$ cat config.mk
export PLATFORM = sky130hd
export DESIGN_NAME = erc_ram
export DESIGN_NICKNAME = d
export VERILOG_FILES = /design/src/hdl/erc_ram.sv
export SDC_FILE = /design/constraint.sdc
export NUM_CORES = 2
export LEC_CHECK = 0
export ABC_CLOCK_PERIOD_IN_PS = 2680
export BUFFER_PORTS_ARGS = -buffer_cell sky130_fd_sc_hd__buf_2
export CAP_MARGIN = 20
export CORE_UTILIZATION = 50
export CTS_CLUSTER_SIZE = 40
export DETAILED_ROUTE_END_ITERATION = 6
export GPL_TIMING_DRIVEN = 0
export PLACE_DENSITY_LB_ADDON = 0.25
export SETUP_SLACK_MARGIN = 0.3
export SLEW_MARGIN = 20
export SYNTH_ARGS = -nofsm -noshare
export SYNTH_HDL_FRONTEND = slang
export SYNTH_SLANG_ARGS = --single-unit
$ cat constraint.sdc
create_clock -name aclk -period 2.68 [get_ports aclk]
set_input_delay 0.268 -clock aclk [delete_from_list [all_inputs] [get_ports aclk]]
set_output_delay 0.268 -clock aclk [all_outputs]
set_load 0.1 [all_outputs]
$ cat src/hdl/erc_ram.sv
module erc_ram #(
    parameter int WIDTH = 8,
    parameter int DEPTH = 256
) (
    input  logic                     aclk,
    input  logic                     wr_en,
    input  logic [$clog2(DEPTH)-1:0] wr_addr,
    input  logic [WIDTH-1:0]         wr_data,
    input  logic [$clog2(DEPTH)-1:0] rd_addr,
    output logic [WIDTH-1:0]         rd_data
);

    logic [WIDTH-1:0] mem [DEPTH];
    logic [WIDTH-1:0] rd_data_reg;

    always_ff @(posedge aclk) begin
        if (wr_en) begin
            mem[wr_addr] <= wr_data;
        end
        rd_data_reg <= mem[rd_addr];
    end

    assign rd_data = rd_data_reg;

endmodule

==> flow_summary.ini <==
[final_layout]
largest_reg_flops = 2048
fin_nets = 4043
syn2layout_area_growth_pct = 15.4
drive_above_1_share_pct = 30.5
nFillCells = 11398

[logic_synthesis]
synth_edf_count = 2048
syn_area_um2 = 79600
ys.flop_type = edfxtp_1
ys_types = 55
ys_ff_latch = 2056
synth-async-reset-ratio_pct = 0
syn_inst = 3733
syn_area_per_cell_um2 = 21.3
ys_seq_area_share_pct = 77.5
yosys_warnings = 0
synthesis.nets = 3759

[power_and_ir_drop]
seq_power_share_pct = 52.2
vdd_drop_max_mv = 0.721
p_switching_mw = 15.2
pwr_density_cell_nw_per_um2 = 741
pwr-share-clk_pct = 41.4
swShare_pct = 22.4
p_comb_share_pct = 6.5
p_int_mw = 52.7
p_leak_nw = 28.2

[worst_hold_path]
hold_class = in2reg

[setup_path]
startpoint_type = primary input
r2r_start = mem[82][6]
reg2reg_depth = 6
regToRegSetupSlack_ns = 0.13
cp-endpoint = mem[113][4]
arrival_ns = 3.21
reg2reg_to = rd_data[6]
worstSetupPathType = in2reg
cp-end-kind = flip-flop
required_ns = 3.15
startpoint = wr_addr[0]
path_max_fanout = 10

[detailed_routing]
vias_per_cell = 6.68
drc_errors = 6
drt_iter0_drc = 6472
ant_nets = 0
num_vias = 41803
wl_per_cell_um = 38.1
dr.pass1.iters = 7
routed_wl_um = 239000

[sta]
slew-limit-headroom_pct = 16.0
fin_skew_ns = 0.0357
setup_viol = 16
worst_pin_slew_ns = 1.26
slew_violations = 0
fin_tns_setup_ns = -0.533
setup_ws_ns = -0.0526
layout_worst_path_cycle_share_pct = 102
fmax_mhz = 366
rsz0062_at_grt = yes
min_period_ns = 2.73
hold_violations = 0

[floorplan]
initial_core_util_pct = 50.3
die_h_um = 401
fp.dieArea_um2 = 161000
core_um2 = 158000
die_x_um = 401
io_pins = 34
rows = 146

[clock_tree]
cts_buffers = 202
root_buffer = clkbuf_16
cts_tree = built
cts_sinks = 2056
cts.path.max_buffers = 3
cts-htree-levels = 4
clock_latency_ns = 0.85
clkTransAtPathRegs_ns = 0.06

[global_routing]
track_usage_pct = 29.8
grt_max_degree = 137
antenna_found_initial = 16
globalRouteOverflowTotal = 0
grt_pass1_wl_um = 326000
grt_pass1_vias = 40503

[job]
maxCapViolCount = 0

[status]
violations = design-rule violations, negative setup slack
status = complete, but fails checks

[placed_design]
place_ws_ns = -2.18
gp_congestion = 0.974
portBuffers = 26
dpl.hpwl_um = 160000
[power by group through the flow]
stage               logic [mW]  clock network, mW  registers (mW)
detailed placement        3.94                  0            36.1
floorplan                 1.72                  0            36.3
global route              4.44               29.4            35.5
finish                    4.38               28.1            35.5
global placement          3.75                  0            36.3
CTS                       4.18               28.2            35.5
[cells in the mapped netlist (4+ instances only)]
cell type,count,area (um^2)
o22ai_1,28,175
dfxtp_1,8,160
o211ai_1,10,75.1
o21ai_0,10,50.1
a211oi_1,16,120
and2_1,6,37.5
edfxtp_1,2048,61500
clkbuf_1,111,417
buf_1,22,82.6
buf_4,27,203
buf_6,21,236
o22a_1,5,43.8
nor4_1,24,150
mux2i_1,134,1340
or2_2,4,25.0
nand3_1,34,170
a21oi_1,96,480
mux4_2,454,10200
o221ai_1,46,403
o32ai_1,4,35.0
a22o_1,8,70.1
a221oi_1,13,114
nor2b_1,31,194
nor2_1,282,1060
buf_8,13,195
buf_2,31,155
buf_12,8,160
nand4_1,10,62.6
a22oi_1,133,998
nor3_1,22,110
nand2_1,33,124
nand2b_1,8,50.1
[logic make-up (layout without fill, tap and decap cells)]
logic type	after synthesis	after routing	share of synthesized area (%)
compound gates	385	385	3.42
buf+inv	235	684	1.83
flops	2056	2056	77.5
mux	591	591	14.6
other cells	0	4	0
simple gates	466	466	2.63
[through the flow]
step	area (um^2)	hold slack (ns)	power, mW	util [%]	cells
floorplan	79600	0.367	38.0	-	3733
global placement	82300	0.822	40.0	52.0	5831
detailed placement	83200	0.518	40.1	52.6	5865
CTS	91100	0.237	67.8	57.6	6246
global route	91800	0.288	69.3	58.0	6254
finish	91800	0.287	68.0	58.0	6258
[layout by cell type (no fill, tap or decap), types with 10 or more instances in the layout]
cell          n
clkbuf_16   206
buf_8        22
nand4_1      10
nor4_4       22
clkinv_1     48
nand2_1      32
a22oi_1     125
clkinv_2     27
a21oi_2      18
o221ai_2     14
clkbuf_2     43
buf_12       24
nor2_2      103
clkbuf_1     81
a21oi_1      73
nor2_4       41
mux2i_1     131
bufinv_16    18
nand3_1      26
buf_4        55
a211oi_1     13
buf_6        31
o211ai_1     10
nor2b_1      29
clkbuf_4     36
nor2_1      138
edfxtp_1   2048
o22ai_1      28
o221ai_1     33
mux4_2      455
buf_2        36
buf_16       20
[repair_timing]
| item | 4_1_cts | 5_1_grt |
|---|---|---|
| gates resized for setup | 369 | 168 |
| endpoints found under the setup margin | 1130 | 952 |
| hold buffers | 8 | 0 |
| buffers inserted | 4 | 9 |
| pin swaps | 18 | 21 |
| hold endpoints to repair | 382 | 0 |
[worst max-delay path, stage by stage]
cell and delay, ns:
clkbuf_2 0.30, nor2b_1 0.17, clkbuf_1 0.49, nand3_1 0.41
clkbuf_2 0.68, nor2_1 0.87
[final cells by class]
type	count	area [um^2]	area share, %
plain buffers	232	1930	2.10
diodes	4	10.0	0.0109
multi-input cells	1442	18000	19.6
clock buffers	259	5390	5.88
inverters	2	8.76	0.00954
well taps	2072	2590	2.82
flip-flops and latches	2056	61700	67.2
repair buffers	81	1120	1.22
clock inverters	110	1080	1.18
[how the worst min path moves through the flow]
| stage | from | end | slack [ns] | cells after the start |
|---|---|---|---|---|
| after floorplan | wr_data[0] | mem[0][0] | 0.37 | 0 |
| after global placement | rd_data[1] | rd_data[1] | 0.82 | 1 |
| after detailed placement | wr_data[3] | mem[130][3] | 0.52 | 1 |
| after CTS | wr_addr[4] | mem[117][1] | 0.24 | 3 |
| after global routing | wr_addr[4] | mem[116][1] | 0.29 | 3 |
| final | wr_addr[4] | mem[116][7] | 0.29 | 3 |
[per-layer routing]
layer,share of wire (%),vias to the layer above,track usage [%]
li1,-,16312,-
met2,45,2957,44.1
met3,13,543,8.99
met1,37,21979,41.2
met5,0.076,-,0
met4,5.1,12,13.0
(Power assumes the default switching activity.)
